**config.mk**
```make
export PLATFORM = sky130hd
export DESIGN_NAME = tcms_div
export DESIGN_NICKNAME = d
export VERILOG_FILES = /design/src/tcms_pkg.sv /design/src/tcms_div.sv
export SDC_FILE = /design/constraint.sdc
export NUM_CORES = 1
export LEC_CHECK = 0
export ABC_CLOCK_PERIOD_IN_PS = 6500
export BUFFER_PORTS_ARGS = -buffer_cell sky130_fd_sc_hd__buf_4
export CAP_MARGIN = 20
export CORE_MARGIN = 10
export CORE_UTILIZATION = 30
export CTS_BUF_LIST = sky130_fd_sc_hd__clkbuf_4 sky130_fd_sc_hd__clkbuf_8
export CTS_CLUSTER_DIAMETER = 60
export DETAILED_ROUTE_END_ITERATION = 16
export GPL_ROUTABILITY_DRIVEN = 1
export PLACE_DENSITY = 0.57
export SLEW_MARGIN = 20
export SYNTH_ARGS = -nofsm -noshare
export SYNTH_HDL_FRONTEND = slang
export SYNTH_SLANG_ARGS = --single-unit
```
**constraint.sdc**
```tcl
create_clock -name clk -period 6.5 [get_ports clk]
set_clock_uncertainty 0.2 [all_clocks]
set_input_delay 0.325 -clock clk [delete_from_list [all_inputs] [get_ports clk]]
set_output_delay 0.325 -clock clk [all_outputs]
set_load 0.1 [all_outputs]
```
**src/tcms_pkg.sv**
```systemverilog
// Shared widths, word types and constants for the triangular complex matrix root block.
// No dependencies; every other file uses this package.
package tcms_pkg;

    localparam int WORD_BITS    = 32;
    localparam int FRAC_BITS    = 16;
    localparam int SIZE_BITS    = 4;
    localparam int OUT_IDX_BITS = 3;

    // multiplier takes a word or a sum of two words
    localparam int MUL_W  = WORD_BITS + 1;
    localparam int PROD_W = 2 * MUL_W;
    localparam int ACC_W  = 2 * WORD_BITS;

    localparam int SQ_IN_W  = 2 * WORD_BITS;
    localparam int SQ_OUT_W = WORD_BITS;

    localparam int DIV_MAG_W = ACC_W;
    localparam int DIV_N     = DIV_MAG_W + FRAC_BITS;

    localparam logic [SIZE_BITS-1:0] SIZE_RESET = SIZE_BITS'(8);

    typedef logic signed [WORD_BITS-1:0] word_t;

    typedef struct packed {
        word_t re;
        word_t im;
    } cplx_t;

    // request from the sequencer to the divider
    typedef struct packed {
        logic                 start;
        logic                 neg;
        logic [DIV_MAG_W-1:0] mag;
    } div_req_t;

endpackage

```
**src/tcms_div.sv**
```systemverilog
// Restoring divider: |num| * 2^FRAC / den, truncated, clamped to the word, signed.
// One quotient bit per cycle. Depends on tcms_pkg.
module tcms_div (
    input  logic                           clk,
    input  logic                           rst_n,
    input  tcms_pkg::div_req_t             req,
    input  logic [tcms_pkg::DIV_MAG_W-1:0] den,
    output logic                           done,
    output tcms_pkg::word_t                quot
);
    import tcms_pkg::*;

    localparam int CNT_W = $clog2(DIV_N + 1);

    logic [DIV_N-1:0]     num_reg;
    logic [DIV_MAG_W:0]   rem_reg;
    logic [DIV_MAG_W-1:0] den_reg;
    logic [WORD_BITS:0]   q_reg;
    logic                 sat_reg;
    logic                 neg_reg;
    logic [CNT_W-1:0]     cnt_reg;
    logic                 busy_reg;
    logic                 done_reg;

    logic [DIV_MAG_W:0]   rem_sh;
    logic                 ge;
    logic [WORD_BITS:0]   lim;
    logic [WORD_BITS:0]   q_clamp;

    always_comb
    begin
        rem_sh  = {rem_reg[DIV_MAG_W-1:0], num_reg[DIV_N-1]};
        ge      = (rem_sh >= {1'b0, den_reg});
        lim     = neg_reg ? ((WORD_BITS+1)'(1) << (WORD_BITS - 1))
                          : (((WORD_BITS+1)'(1) << (WORD_BITS - 1)) - 1'b1);
        q_clamp = (sat_reg || (q_reg > lim)) ? lim : q_reg;
        quot    = neg_reg ? -word_t'(q_clamp[WORD_BITS-1:0]) : word_t'(q_clamp[WORD_BITS-1:0]);
    end

    always_ff @(posedge clk or negedge rst_n)
    begin
        if (!rst_n)
        begin
            busy_reg <= 1'b0;
            done_reg <= 1'b0;
            cnt_reg  <= '0;
        end
        else
        begin
            done_reg <= 1'b0;
            if (req.start)
            begin
                busy_reg <= 1'b1;
                cnt_reg  <= CNT_W'(DIV_N);
            end
            else if (busy_reg)
            begin
                cnt_reg <= cnt_reg - 1'b1;
                if (cnt_reg == CNT_W'(1))
                begin
                    busy_reg <= 1'b0;
                    done_reg <= 1'b1;
                end
            end
        end
    end

    always_ff @(posedge clk)
    begin
        if (req.start)
        begin
            num_reg <= {req.mag, {FRAC_BITS{1'b0}}};
            den_reg <= den;
            neg_reg <= req.neg;
            rem_reg <= '0;
            q_reg   <= '0;
            sat_reg <= 1'b0;
        end
        else if (busy_reg)
        begin
            num_reg <= num_reg << 1;
            rem_reg <= ge ? (rem_sh - {1'b0, den_reg}) : rem_sh;
            // a bit shifted past the top already exceeds any limit
            sat_reg <= sat_reg | q_reg[WORD_BITS];
            q_reg   <= {q_reg[WORD_BITS-1:0], ge};
        end
    end

    assign done = done_reg;

endmodule
```
==> flow_metrics.tcl <==
set metrics [dict create \
    sw_frac_of_total_pct 36.91 \
    dr.pass1.iters 5 \
    yosysWarnings 0 \
    ys_types 76 \
    core.rowCount 80 \
    cp.arrival_ns 5.54 \
    r2r_start "den_reg[10]" \
    netlist_instances 1573 \
    period_share_pct 93.28 \
    synthesis.area_um2 14580 \
    synth-edff-count 129 \
    tightest_slew_ns 0.9202 \
    critPathLaunch "neg_reg" \
    drt-total-wl_um 40730 \
    grt_max_degree 107 \
    antenna_left 0 \
    cts_max_level 2 \
    placeableCoreArea_um2 47850 \
    clkPwrFrac_pct 28.2 \
    hpwl_um 28050 \
    powerDensity_nw_per_um2 278.8 \
    ioPinCount 165 \
    drv_slew 0 \
    detail_route.wl_per_cell_um 16.30 \
    syn_to_final_growth_pct 27.98 \
    crit_path_end_kind "output port" \
    die_w_um 240.4 \
    cts_tree "yes" \
    die_h_um 240.4 \
    required_ns 5.97 \
    fin_cells 2499 \
    power.total_mw 5.201 \
    grt_use_total_pct 13.94 \
    intPower_mw 3.281 \
    status "finished clean" \
    rsz0062_at_grt "no" \
    syn-num-nets 1805 \
    combPwrFrac_pct 35.8 \
    hold_class "primary input to flip-flop" \
    p_leak_nw 8.177 \
    ys_seq_elements 236 \
    ys_seq_area_share_pct 41.58 \
    slew_headroom_pct 38.56 \
    min_period_ns 6.063 \
    dp.cells 2281 \
    drive_gt1_share_pct 19.10 \
    grt-ovfl-total 0 \
    cts_max_path_buffers 3 \
    clk_pin_slew_ns 0.06 \
    worstPathMaxFanout 16 \
    hold_violations 0 \
    worstRegToRegCells 14 \
    power.share.sequential_pct 35.9 \
    gp_congestion 0.8667 \
    syn_avg_cell_area_um2 9.267 \
    ir_worst_vdd_mv 0.1491 \
    grt_pass1_vias 12672 \
    cts-buffers-inserted 44 \
    drv_cap 0 \
    grt_pass1_wl_um 66560 \
    worstSetupStartpointType "flip-flop" \
    whs_ns 0.1632 \
    num_vias 12522 \
    async_flop_share_pct 3.814 \
    hp-start "req[65]" \
    synth_ff_type "edfxtp_1" \
    finalSetupViolCount 0 \
    hold_depth 2 \
    cts_root_buffer "clkbuf_8" \
    critPathKind "flip-flop to output port" \
    fin_util_pct 38.99 \
    die-area_um2 57810 \
    grt_antenna_before_repair 2 \
    drt_iter0_drc 713 \
    start_util_pct 30.47 \
    io_buffers 164 \
    routed_via_density 5.011 \
    clock_latency_ns 0.61 \
    drc 0 \
    cts_num_sinks 236 \
    max_freq_ghz 0.1649 \
    p_sw_mw 1.920 \
    final_nets 2081 \
]
## cell usage after synthesis, types with 17 or more instances
cell,instances,area [µm²]
xor2_1,29,254.0
o21ai_1,17,85.08
xnor2_1,37,324.1
ha_1,99,1239
clkbuf_1,68,255.2
o21ai_0,74,370.4
a211oi_1,27,202.7
nor2_1,163,611.8
a21oi_1,121,605.6
inv_1,96,360.4
nand3_1,28,140.1
edfxtp_1,129,3874
mux2_2,63,709.4
nor3_1,27,135.1
mux2i_1,33,330.3
a311oi_1,28,245.2
a21o_1,39,292.8
nand4_1,29,181.4
nand2_1,158,593.1
dfxtp_1,98,1962
## path summary, 6_finish.rpt
check	slack, ns	end
max	0.44	quot[30]
min	0.16	rem_reg[8]
max reg2reg	2.34	rem_reg[23]
min reg2reg	0.29	rem_reg[1]
max in group asynchronous	5.21	busy_reg
min in group asynchronous	0.54	cnt_reg[3]
## through the flow
step                cell area [µm²]  setup WS [ns]  TNS [ns]
CTS                           18590        0.04935         0
finish                        18660         0.4370         0
detailed placement            16400         0.7522         0
floorplan                     14640        -0.4354    -4.228
global route                  18650        0.04732         0
global placement              16400         0.8806         0
## worst max-delay path, cell delays in order (launching register included)
cell and delay (ns):
edfxtp_1 0.41, buf_4 0.18, buf_4 0.20, ha_1 0.30
a21o_1 0.16, a21o_1 0.18, a21oi_1 0.16, o21ai_0 0.10
a22oi_1 0.16, o211ai_1 0.11, a21o_2 0.33, o21ai_0 0.24
ha_1 0.19, buf_4 0.19, nand2b_1 0.11, or4b_1 0.54
or3_1 0.41, o41ai_2 0.32, xor2_1 0.28, a21oi_4 0.08
buf_4 0.27
## routing by layer
metal / up-vias / track usage, % / wire (µm)
met5: - / 0 / 0
met2: 247 / 22.58 / 18980
li1: 6285 / - / -
met3: 61 / 2.851 / 1678
met4: 0 / 4.314 / 870
met1: 5929 / 18.26 / 19200
## kinds of logic (layout without fill, tap and decap cells)
| kind of cell | count (synthesis) | count (layout) | synth area share, % |
|---|---|---|---|
| AND/OR/NAND/NOR | 473 | 473 | 14.59 |
| adder cells (fa/ha/maj) | 100 | 100 | 8.634 |
| other | 0 | 4 | 0 |
| buffers and inverters | 184 | 491 | 5.021 |
| XOR/XNOR | 66 | 66 | 3.965 |
| multiplexers | 96 | 96 | 7.132 |
| flip-flops | 236 | 236 | 41.58 |
| AO/OA/AOI/OAI | 418 | 418 | 19.08 |
## layout make-up
type | count | area [µm²]
repair buffers | 317 | 2715
flip-flops and latches | 236 | 6065
clock buffers | 64 | 774.5
inverters | 97 | 364.1
fillers | 4767 | 29190
diodes | 4 | 10.01
well taps | 615 | 769.5
multi-input cells | 1153 | 7854
clock inverters | 13 | 105.1
## power by group through the flow
stage	Sequential, mW	Clock, mW	Combinational (mW)
2_1_floorplan	1.87	0	1.40
3_3_place_gp	1.89	0	1.77
3_5_place_dp	1.90	0	1.78
4_1_cts	1.87	1.54	1.86
5_1_grt	1.89	1.60	2.06
6_report	1.87	1.47	1.86
## cells in the final DEF (no fill, tap or decap), types with 37 or more instances in the layout
cell,n
nand2_1,158
a21oi_1,110
xnor2_1,37
o21ai_0,74
inv_1,95
ha_1,99
a21o_1,38
mux2_2,63
dfxtp_1,98
clkbuf_8,48
edfxtp_1,129
dlygate4sd3_1,131
nor2_1,163
buf_4,183
## repair_timing
action,CTS,global route
buffers inserted,0,6
setup endpoints to repair,0,4
hold buffers,131,0
endpoints found under the hold margin,138,0
resized for setup,0,4
Note: power is estimated with default switching activity, not from simulation.
