===== config.mk =====
export PLATFORM = sky130hd
export DESIGN_NAME = tcms_sqrt
export DESIGN_NICKNAME = d
export VERILOG_FILES = /design/src/tcms_pkg.sv /design/src/tcms_sqrt.sv
export SDC_FILE = /design/constraint.sdc
export NUM_CORES = 1
export LEC_CHECK = 0
export BUFFER_PORTS_ARGS = -buffer_cell sky130_fd_sc_hd__clkbuf_2
export CORE_MARGIN = 4
export CORE_UTILIZATION = 36
export DETAILED_ROUTE_END_ITERATION = 12
export GPL_TIMING_DRIVEN = 1
export MAX_ROUTING_LAYER = met4
export PLACE_DENSITY = 0.65
export SLEW_MARGIN = 30
export SYNTH_ARGS = -nofsm -noshare
export SYNTH_HDL_FRONTEND = slang
export SYNTH_SLANG_ARGS = --single-unit

===== constraint.sdc =====
create_clock -name clk -period 8.8 [get_ports clk]
set_clock_uncertainty 0.1 [all_clocks]
set_input_delay 1.76 -clock clk [delete_from_list [all_inputs] [get_ports clk]]
set_output_delay 1.76 -clock clk [all_outputs]
set_load 0.01 [all_outputs]

===== src/tcms_pkg.sv =====
// Shared widths, word types and constants for the triangular complex matrix root block.
// No dependencies; every other file uses this package.
package tcms_pkg;

    localparam int WORD_BITS    = 32;
    localparam int FRAC_BITS    = 16;
    localparam int SIZE_BITS    = 4;
    localparam int OUT_IDX_BITS = 3;

    // multiplier takes a word or a sum of two words
    localparam int MUL_W  = WORD_BITS + 1;
    localparam int PROD_W = 2 * MUL_W;
    localparam int ACC_W  = 2 * WORD_BITS;

    localparam int SQ_IN_W  = 2 * WORD_BITS;
    localparam int SQ_OUT_W = WORD_BITS;

    localparam int DIV_MAG_W = ACC_W;
    localparam int DIV_N     = DIV_MAG_W + FRAC_BITS;

    localparam logic [SIZE_BITS-1:0] SIZE_RESET = SIZE_BITS'(8);

    typedef logic signed [WORD_BITS-1:0] word_t;

    typedef struct packed {
        word_t re;
        word_t im;
    } cplx_t;

    // request from the sequencer to the divider
    typedef struct packed {
        logic                 start;
        logic                 neg;
        logic [DIV_MAG_W-1:0] mag;
    } div_req_t;

endpackage


===== src/tcms_sqrt.sv =====
// Bit-serial integer square root, two radicand bits per cycle.
// Depends on tcms_pkg.
module tcms_sqrt (
    input  logic                          clk,
    input  logic                          rst_n,
    input  logic                          start,
    input  logic [tcms_pkg::SQ_IN_W-1:0]  radicand,
    output logic                          done,
    output logic [tcms_pkg::SQ_OUT_W-1:0] root
);
    import tcms_pkg::*;

    localparam int REM_W = SQ_OUT_W + 4;
    localparam int CNT_W = $clog2(SQ_OUT_W + 1);

    logic [SQ_IN_W-1:0]  rad_reg;
    logic [REM_W-1:0]    rem_reg;
    logic [SQ_OUT_W-1:0] root_reg;
    logic [CNT_W-1:0]    cnt_reg;
    logic                busy_reg;
    logic                done_reg;

    logic [REM_W-1:0]    rem_sh;
    logic [REM_W-1:0]    trial;
    logic                fits;

    always_comb
    begin
        rem_sh = {rem_reg[REM_W-3:0], rad_reg[SQ_IN_W-1 -: 2]};
        trial  = REM_W'({root_reg, 2'b01});
        fits   = (rem_sh >= trial);
    end

    always_ff @(posedge clk or negedge rst_n)
    begin
        if (!rst_n)
        begin
            busy_reg <= 1'b0;
            done_reg <= 1'b0;
            cnt_reg  <= '0;
        end
        else
        begin
            done_reg <= 1'b0;
            if (start)
            begin
                busy_reg <= 1'b1;
                cnt_reg  <= CNT_W'(SQ_OUT_W);
            end
            else if (busy_reg)
            begin
                cnt_reg <= cnt_reg - 1'b1;
                if (cnt_reg == CNT_W'(1))
                begin
                    busy_reg <= 1'b0;
                    done_reg <= 1'b1;
                end
            end
        end
    end

    always_ff @(posedge clk)
    begin
        if (start)
        begin
            rad_reg  <= radicand;
            rem_reg  <= '0;
            root_reg <= '0;
        end
        else if (busy_reg)
        begin
            rad_reg  <= rad_reg << 2;
            rem_reg  <= fits ? (rem_sh - trial) : rem_sh;
            root_reg <= {root_reg[SQ_OUT_W-2:0], fits};
        end
    end

    assign done = done_reg;
    assign root = root_reg;

endmodule


==> results of run 1 <==
Yosys cell counts, types with 2 or more instances:
library cell  count  share of area
nand3_1           7         0.0045
xnor2_1          22          0.025
a311oi_1          7         0.0079
mux2i_1          56          0.072
o21a_1            8         0.0078
dfxtp_1          66           0.17
o311ai_0          3         0.0034
nand2b_1          6         0.0048
o211ai_1          8         0.0078
and2_1            3         0.0024
o31ai_1           3         0.0029
nand4_1           8         0.0065
inv_1            48          0.023
a21oi_1          38          0.025
edfxtp_1         64           0.25
ha_1             36          0.058
buf_6             3         0.0044
xor2_1            9          0.010
or2_2             2         0.0016
nand2_1          31          0.015
clkbuf_1         33          0.016
nor2b_1           5         0.0040
a21o_1           12          0.012
and3_1            5         0.0040
mux2_2           62          0.090
nor2_1           93          0.045
nor4_1            2         0.0016
o21ai_0          15         0.0097
or3_1             5         0.0040
o21bai_1          4         0.0039
o221ai_1          3         0.0034
dfrtp_1           8          0.026
o22ai_1           5         0.0040
buf_2             2         0.0013
and4_1            2         0.0023
nand4b_1          4         0.0045
a211oi_1         28          0.027
buf_1             6         0.0029
o21ai_1           4         0.0026
a31oi_1           4         0.0032
nor3_1            5         0.0032
cell families after synthesis:
logic type,count (synthesis)
buffers and inverters,93
AOI/OAI and AO/OA,153
DFF,138
adders and majority gates,36
and+or+nand+nor,186
xor gates and xnor gates,31
muxes,118
cell usage in the layout (no fill, tap or decap), drive strengths merged, types with 4 or more instances in the layout:
master | synthesis | layout
dfrtp | 8 | 8
a311oi | 7 | 7
xor2 | 9 | 9
nand4b | 4 | 4
o22ai | 5 | 5
ha | 36 | 36
nor3 | 5 | 5
nand2 | 31 | 31
clkbuf | 33 | 116
mux2 | 62 | 62
o21ai | 19 | 19
nor2b | 5 | 5
a211oi | 29 | 29
nand3 | 7 | 7
inv | 48 | 58
buf | 12 | 5
mux2i | 56 | 56
and3 | 5 | 5
edfxtp | 64 | 64
o21a | 8 | 8
a21oi | 38 | 38
nand4 | 8 | 8
nand2b | 6 | 6
or3 | 5 | 5
o21bai | 4 | 4
o211ai | 8 | 8
a21o | 12 | 12
dfxtp | 66 | 66
a31oi | 4 | 4
nor2 | 94 | 94
xnor2 | 22 | 22
how the worst max path moves through the flow:
stage | to | cells after the start | from
finish | rem_reg[26] | 11 | root[15]
detailed placement | rad_reg[6] | 3 | start
global placement | rad_reg[4] | 3 | start
CTS | rem_reg[26] | 11 | root[15]
floorplan | rad_reg[0] | 5 | start
global route | rem_reg[26] | 11 | root[15]
report_power, final:
part	internal, mW	switching, mW	leakage [nW]
Clock	0.402	0.309	0.288
Sequential	0.804	0.0773	1.32
Combinational	0.667	0.777	2.29
Total	1.87	1.16	3.89
routing by layer:
layer,vias up,track usage
met5,-,-
met4,0,0.0395
met3,19,0.0411
met2,106,0.207
met1,2668,0.194
li1,2887,-
final cells by class:
cell class | instances | area [µm²] | area share
multi-input combinational | 524 | 3930 | 0.436
clock inverter | 14 | 150 | 0.0167
timing repair buffer | 103 | 532 | 0.0590
inverter | 48 | 180 | 0.0200
clock buffer | 18 | 429 | 0.0476
sequential | 138 | 3450 | 0.383
tap | 275 | 344 | 0.0382
worst min-delay path, stage by stage, from the launching register on:
cell and delay, ns:
dfxtp_1 0.31, nor2_1 0.08, a311oi_1 0.05
through the flow:
stage                     worst slack (ns)  power [mW]  std cells  cell area [µm²]
after detailed placement              5.09        2.33       1088             8430
after global routing                  4.99        3.29       1120             9010
after floorplan                       4.43        2.09        755             7750
final                                 5.27        3.04       1120             9010
after global placement                4.84        2.32       1088             8430
after CTS                             5.23        3.06       1120             9010
==> results.ini, run 1 <==
[floorplanning]
die_w_um=155
fp.dieH_um=155
floorplan.initialDensity=0.367
io_pins=100
rows=53
core_um2=21100
dieArea_um2=23900

[yosys]
synth_top_family_by_area=multiplexers
synthMuxAreaShare=0.162
ys_seq_elements=138
synth_edf_count=64
synthDistinctLibCells=61
netlist_area_um2=7750
synth_compound_area_frac=0.139
ys_seq_area_frac=0.444
synthCells=755
async_flop_share=0.0580
synth-simple-area-share=0.112
synthFlopType=dfxtp_1
syn-num-nets=858
avgSynthCellArea_um2=10.3
synth-xor-area-share=0.0350
synthAdderAreaFrac=0.0581
yosysWarnings=0

[timing]
setup_violations=0
drv_slew=0
hold_viol_final=0
min_period_over_period=0.401
worst_pin_slew_ns=0.814
fmax_ghz=0.283
rsz0062_at_grt=false
slew_headroom=0.458
post-route-min-period_ns=3.53
whs_ns=0.386
final.setup.tns_ns=0

[detailed_routing]
first_pass_iters=4
top_layer=met4
wl_met1_mm=8.06
vias=5680
via_per_inst=5.07
wl_mm=16.1
first_iter_violations=344
met3WireLength_um=819
drc=0
wl_per_cell_um=14.4
ant_nets=0
met2_length_mm=7.05

[place]
numPortBuffers=99
dpl.hpwl_mm=11.2
place_congestion=0.853

[grt]
grt_usage=0.142
grt_max_degree=104
grt_pass1_wl_mm=27.5
grt-ovfl-total=0
first_global_vias=5614
antenna_found_initial=0

[critical_path]
cp_common_cell=a211oi_1
reg2reg_depth=11
cp_num_buf_inv=2
r2r_slack_ns=5.27
worstPathRequired_ns=8.96
setup.worst_path.class=register to register
cp.arrival_ns=3.69
reg2reg_to=rem_reg[26]
worstSetupEndpointType=register
r2r_start=root[15]
cp-start-kind=register
slowest_stage=buf_4
cp_cell_sequence=inv_1, ha_1, a21o_1, a211oi_1, o21ai_0, a2111oi_4, nor2_2, a41oi_4, buf_4, mux2i_1, a211oi_1
crit_fanout=43
crit_family=compound AO/OA/AOI/OAI gates
critical_path.max_stage_delay_ns=0.53

[min_path]
hold_start=rem_reg[33]
holdPathEnd=rem_reg[33]
hp-class=register to register
holdPathStages=2

[cts]
cts_root_buf=clkbuf_16
clk_pin_slew_ns=0.06
cts_tree=built
cts_max_path_buffers=2
clock_latency_ns=0.42
cts.sinks=138
cts_resized=0
h-tree-depth=4
ctsHoldBuffers=0
cts_setup_buffers=0
numCtsBuffers=17

[final_layout]
post-route-util=0.427
area.growth.synth_to_final_pct=16.3
nets=935
drive_gt1_frac=0.244
n_fill_cell=2103
diodes=0
largest_register_ffs=64

[job]
drv_cap=0

[outcome]
status=finished clean

[pwr]
p_per_area_nw_per_um2=337
ir_drop_mv=0.163
leakage_nw=3.89

Power figures use the tool's default switching activity.
==> inputs of run 2 (changes only) <==
--- a/config.mk
+++ b/config.mk
@@ -5,13 +5,14 @@
 export SDC_FILE = /design/constraint.sdc
 export NUM_CORES = 1
 export LEC_CHECK = 0
+export ABC_AREA = 1
 export BUFFER_PORTS_ARGS = -buffer_cell sky130_fd_sc_hd__clkbuf_2
 export CORE_MARGIN = 4
 export CORE_UTILIZATION = 36
 export DETAILED_ROUTE_END_ITERATION = 12
 export GPL_TIMING_DRIVEN = 1
 export MAX_ROUTING_LAYER = met4
-export PLACE_DENSITY = 0.65
+export PLACE_DENSITY = 0.67
 export SLEW_MARGIN = 30
 export SYNTH_ARGS = -nofsm -noshare
 export SYNTH_HDL_FRONTEND = slang
==> constraint.sdc (replaced) <==
create_clock -name clk -period 3.2 [get_ports clk]
set_clock_uncertainty 0.1 [all_clocks]
set_input_delay 0.64 -clock clk [delete_from_list [all_inputs] [get_ports clk]]
set_output_delay 0.64 -clock clk [all_outputs]
set_load 0.01 [all_outputs]
==> results.ini, run 2 <==
[outcome]
status=finished clean

[timing]
rsz0062_at_grt=false
setup_violations=0  ; unchanged
hold_viol_final=0  ; unchanged
fin_ws_ns=0.573  ; -4.70 ns
whs_ns=0.358  ; -0.0283 ns
worst_pin_slew_ns=0.604  ; -0.210 ns
drv_slew=0  ; unchanged
final.setup.tns_ns=0  ; unchanged
post-route-min-period_ns=2.63  ; -0.902 ns
slew_headroom=0.597  ; +0.140
fmax_ghz=0.381  ; +34%
min_period_over_period=0.821  ; +0.420

[final_layout]
post-route-util=0.426  ; -0.00137
area.growth.synth_to_final_pct=16.6
largest_register_ffs=64  ; unchanged
fin_area_um2=9610  ; +6.7%
n_fill_cell=2406  ; +14%
diodes=0  ; unchanged
drive_gt1_frac=0.140  ; -0.104
nets=1371  ; +47%
layout_commonest_cell=nand2_1
mostFrequentLayoutCells=514 x nand2_1, 162 x inv_1, 99 x clkbuf_2
seqCellArea_um2=3440  ; -0.11%
multi_input_area_um2=3990  ; +1.7%
layout.cells.non_filler=1566  ; +40%

[cts]
clk_pin_slew_ns=0.07  ; about the same
cts_resized=0  ; unchanged
cts_root_buf=clkbuf_16
cts_max_path_buffers=2  ; unchanged
clock_latency_ns=0.44  ; +0.02 ns
cts.sinks=138  ; unchanged
cts_tree=built
numCtsBuffers=17  ; unchanged
h-tree-depth=4  ; unchanged

[place]
place_area_um2=9010  ; +6.8%
numPortBuffers=99  ; unchanged
numPlacedInstances=1533  ; +41%
dpl.hpwl_mm=16.2  ; +45%
place_congestion=0.971  ; +14%
place_ws_ns=0.593  ; -4.50 ns

[yosys]
synth.top_cell.area_share=0.234  ; -0.0140
yosysMostFrequentCell=nand2_1
synth_commonest_cells=514 x nand2_1, 163 x inv_1, 66 x dfxtp_1
ys_seq_elements=138  ; unchanged
synthFlopType=dfxtp_1
yosysWarnings=0  ; unchanged
synthDistinctLibCells=36  ; -41%
avgSynthCellArea_um2=7.02  ; -32%
synth_edf_count=64  ; unchanged
netlist_area_um2=8240  ; +6.4%
async_flop_share=0.0580  ; unchanged
ys_seq_area_frac=0.418  ; -0.0268
synthCells=1174  ; +55%
syn-num-nets=1277  ; +49%
synth_area_leaders=nand2_1 23%, edfxtp_1 23%, dfxtp_1 16%, inv_1 7.4%, ha_1 5.5%
yosysTopAreaCell=nand2_1

[critical_path]
crit_fanout=28  ; -35%
worstPathRequired_ns=3.42  ; -5.54 ns
cp-start-kind=register
worstSetupEndpointType=register
setup.worst_path.class=register to register
cp.arrival_ns=2.85  ; -0.84 ns
reg2reg_depth=13  ; +2

[grt]
grt_usage=0.180  ; +0.0383
first_global_vias=7382  ; +31%
grt_max_degree=66  ; -37%
grt_pass1_wl_mm=36.4  ; +32%
antenna_found_initial=0  ; unchanged
grt-ovfl-total=0  ; unchanged

[detailed_routing]
wl_per_cell_um=13.9  ; -3.1%
wl_mm=21.8  ; +36%
drc=0  ; unchanged
ant_nets=0  ; unchanged
via_per_inst=4.79  ; -5.5%
first_iter_violations=450  ; +31%
first_pass_iters=5  ; +1
vias=7505  ; +32%

[job]
drv_cap=0  ; unchanged

[pwr]
seqPwrFrac=0.251  ; -0.039
switchingPower_mw=4.37  ; +280%
ir_drop_mv=0.367  ; +130%
switching_share=0.468  ; +0.0851
leakage_nw=5.04  ; +30%
p_int_mw=4.96  ; +160%
p_per_area_nw_per_um2=970  ; +190%
share_comb_of_total_power=0.531  ; +0.055
power_frac_clock=0.218  ; -0.016
total_power_mw=9.33  ; +210%

[floorplanning]
core_um2=22600  ; +7.0%
die_w_um=159  ; +3.0%
io_pins=100  ; unchanged
fp.dieH_um=159  ; +3.0%
floorplan.initialDensity=0.365  ; -0.00215
rows=55  ; +3.8%
dieArea_um2=25400  ; +6.1%

[min_path]
hp-class=primary input to register
holdPathStages=3  ; +1

## run 2: cell count changes in the layout (fill, tap and decap cells not counted), sizes merged, moves of 27 or more
cell | before | now
a211oi | 29 | 0
mux2i | 56 | 0
nor2 | 94 | 64
inv | 58 | 175
o22ai | 5 | 32
mux2 | 62 | 0
nand2 | 31 | 524
nand3 | 7 | 69
## run 2: path summary, 6_finish.rpt
check / startpoint / to / slack, ns
worst max-delay path: root[9] / rem_reg[22] / 0.57
worst min-delay path: radicand[0] / rad_reg[0] / 0.36
worst max register to register: root[9] / rem_reg[22] / 0.57
worst min register to register: rem_reg[33] / rem_reg[33] / 0.37
max in group asynchronous: rst_n / cnt_reg[2] / 2.33
min in group asynchronous: rst_n / cnt_reg[5] / 0.48
## run 2: power by group through the flow
stage                     Combinational, mW  Clock [mW]  Sequential (mW)
after global routing                   5.67        2.16             2.38
after floorplan                        3.81           0             2.33
after detailed placement               4.91           0             2.38
after CTS                              4.94        2.07             2.34
after global placement                 4.86           0             2.37
final                                  4.95        2.03             2.34
## run 2: cells by family after synthesis
kind of cell / Yosys count / share of synthesized area
xor+xnor: 16 / 0.0170
flops: 138 / 0.418
fa+ha+maj: 36 / 0.0546
simple gates: 682 / 0.343
compound gates: 101 / 0.0692
buf+inv: 201 / 0.0985
## run 2: layout make-up
| cell class | instances | share of cell area |
|---|---|---|
| multi-input cells | 835 | 0.416 |
| flip-flops and latches | 138 | 0.358 |
| inverters | 165 | 0.0647 |
| repair buffers | 111 | 0.0625 |
| clock buffers | 17 | 0.0443 |
| well taps | 285 | 0.0371 |
| clock inverters | 15 | 0.0177 |
## run 2: worst max-delay path: stages, from the launching register on
cell and delay (ns):
dfxtp_1 0.33, inv_1 0.07, ha_1 0.36, a21oi_1 0.27, nand2_1 0.13, inv_1 0.08, nand3_2 0.13, nand2_1 0.12
nand2_1 0.09, nand2_2 0.09, buf_4 0.38, nand3_1 0.12, nand3_1 0.16, nand2_1 0.07
## run 2: repair_timing
action | 4_1_cts | 5_1_grt
endpoints found under the hold margin | 8 | 0
setup buffers | 0 | 0
hold buffers | 1 | 0
## run 2: layer usage
metal  up-vias  global-route usage  share of wire
met4         0              0.0454          0.014
li1       3893                   -              -
met5         -                   -              0
met2       192               0.278           0.45
met3        30              0.0417          0.053
met1      3390               0.242           0.48
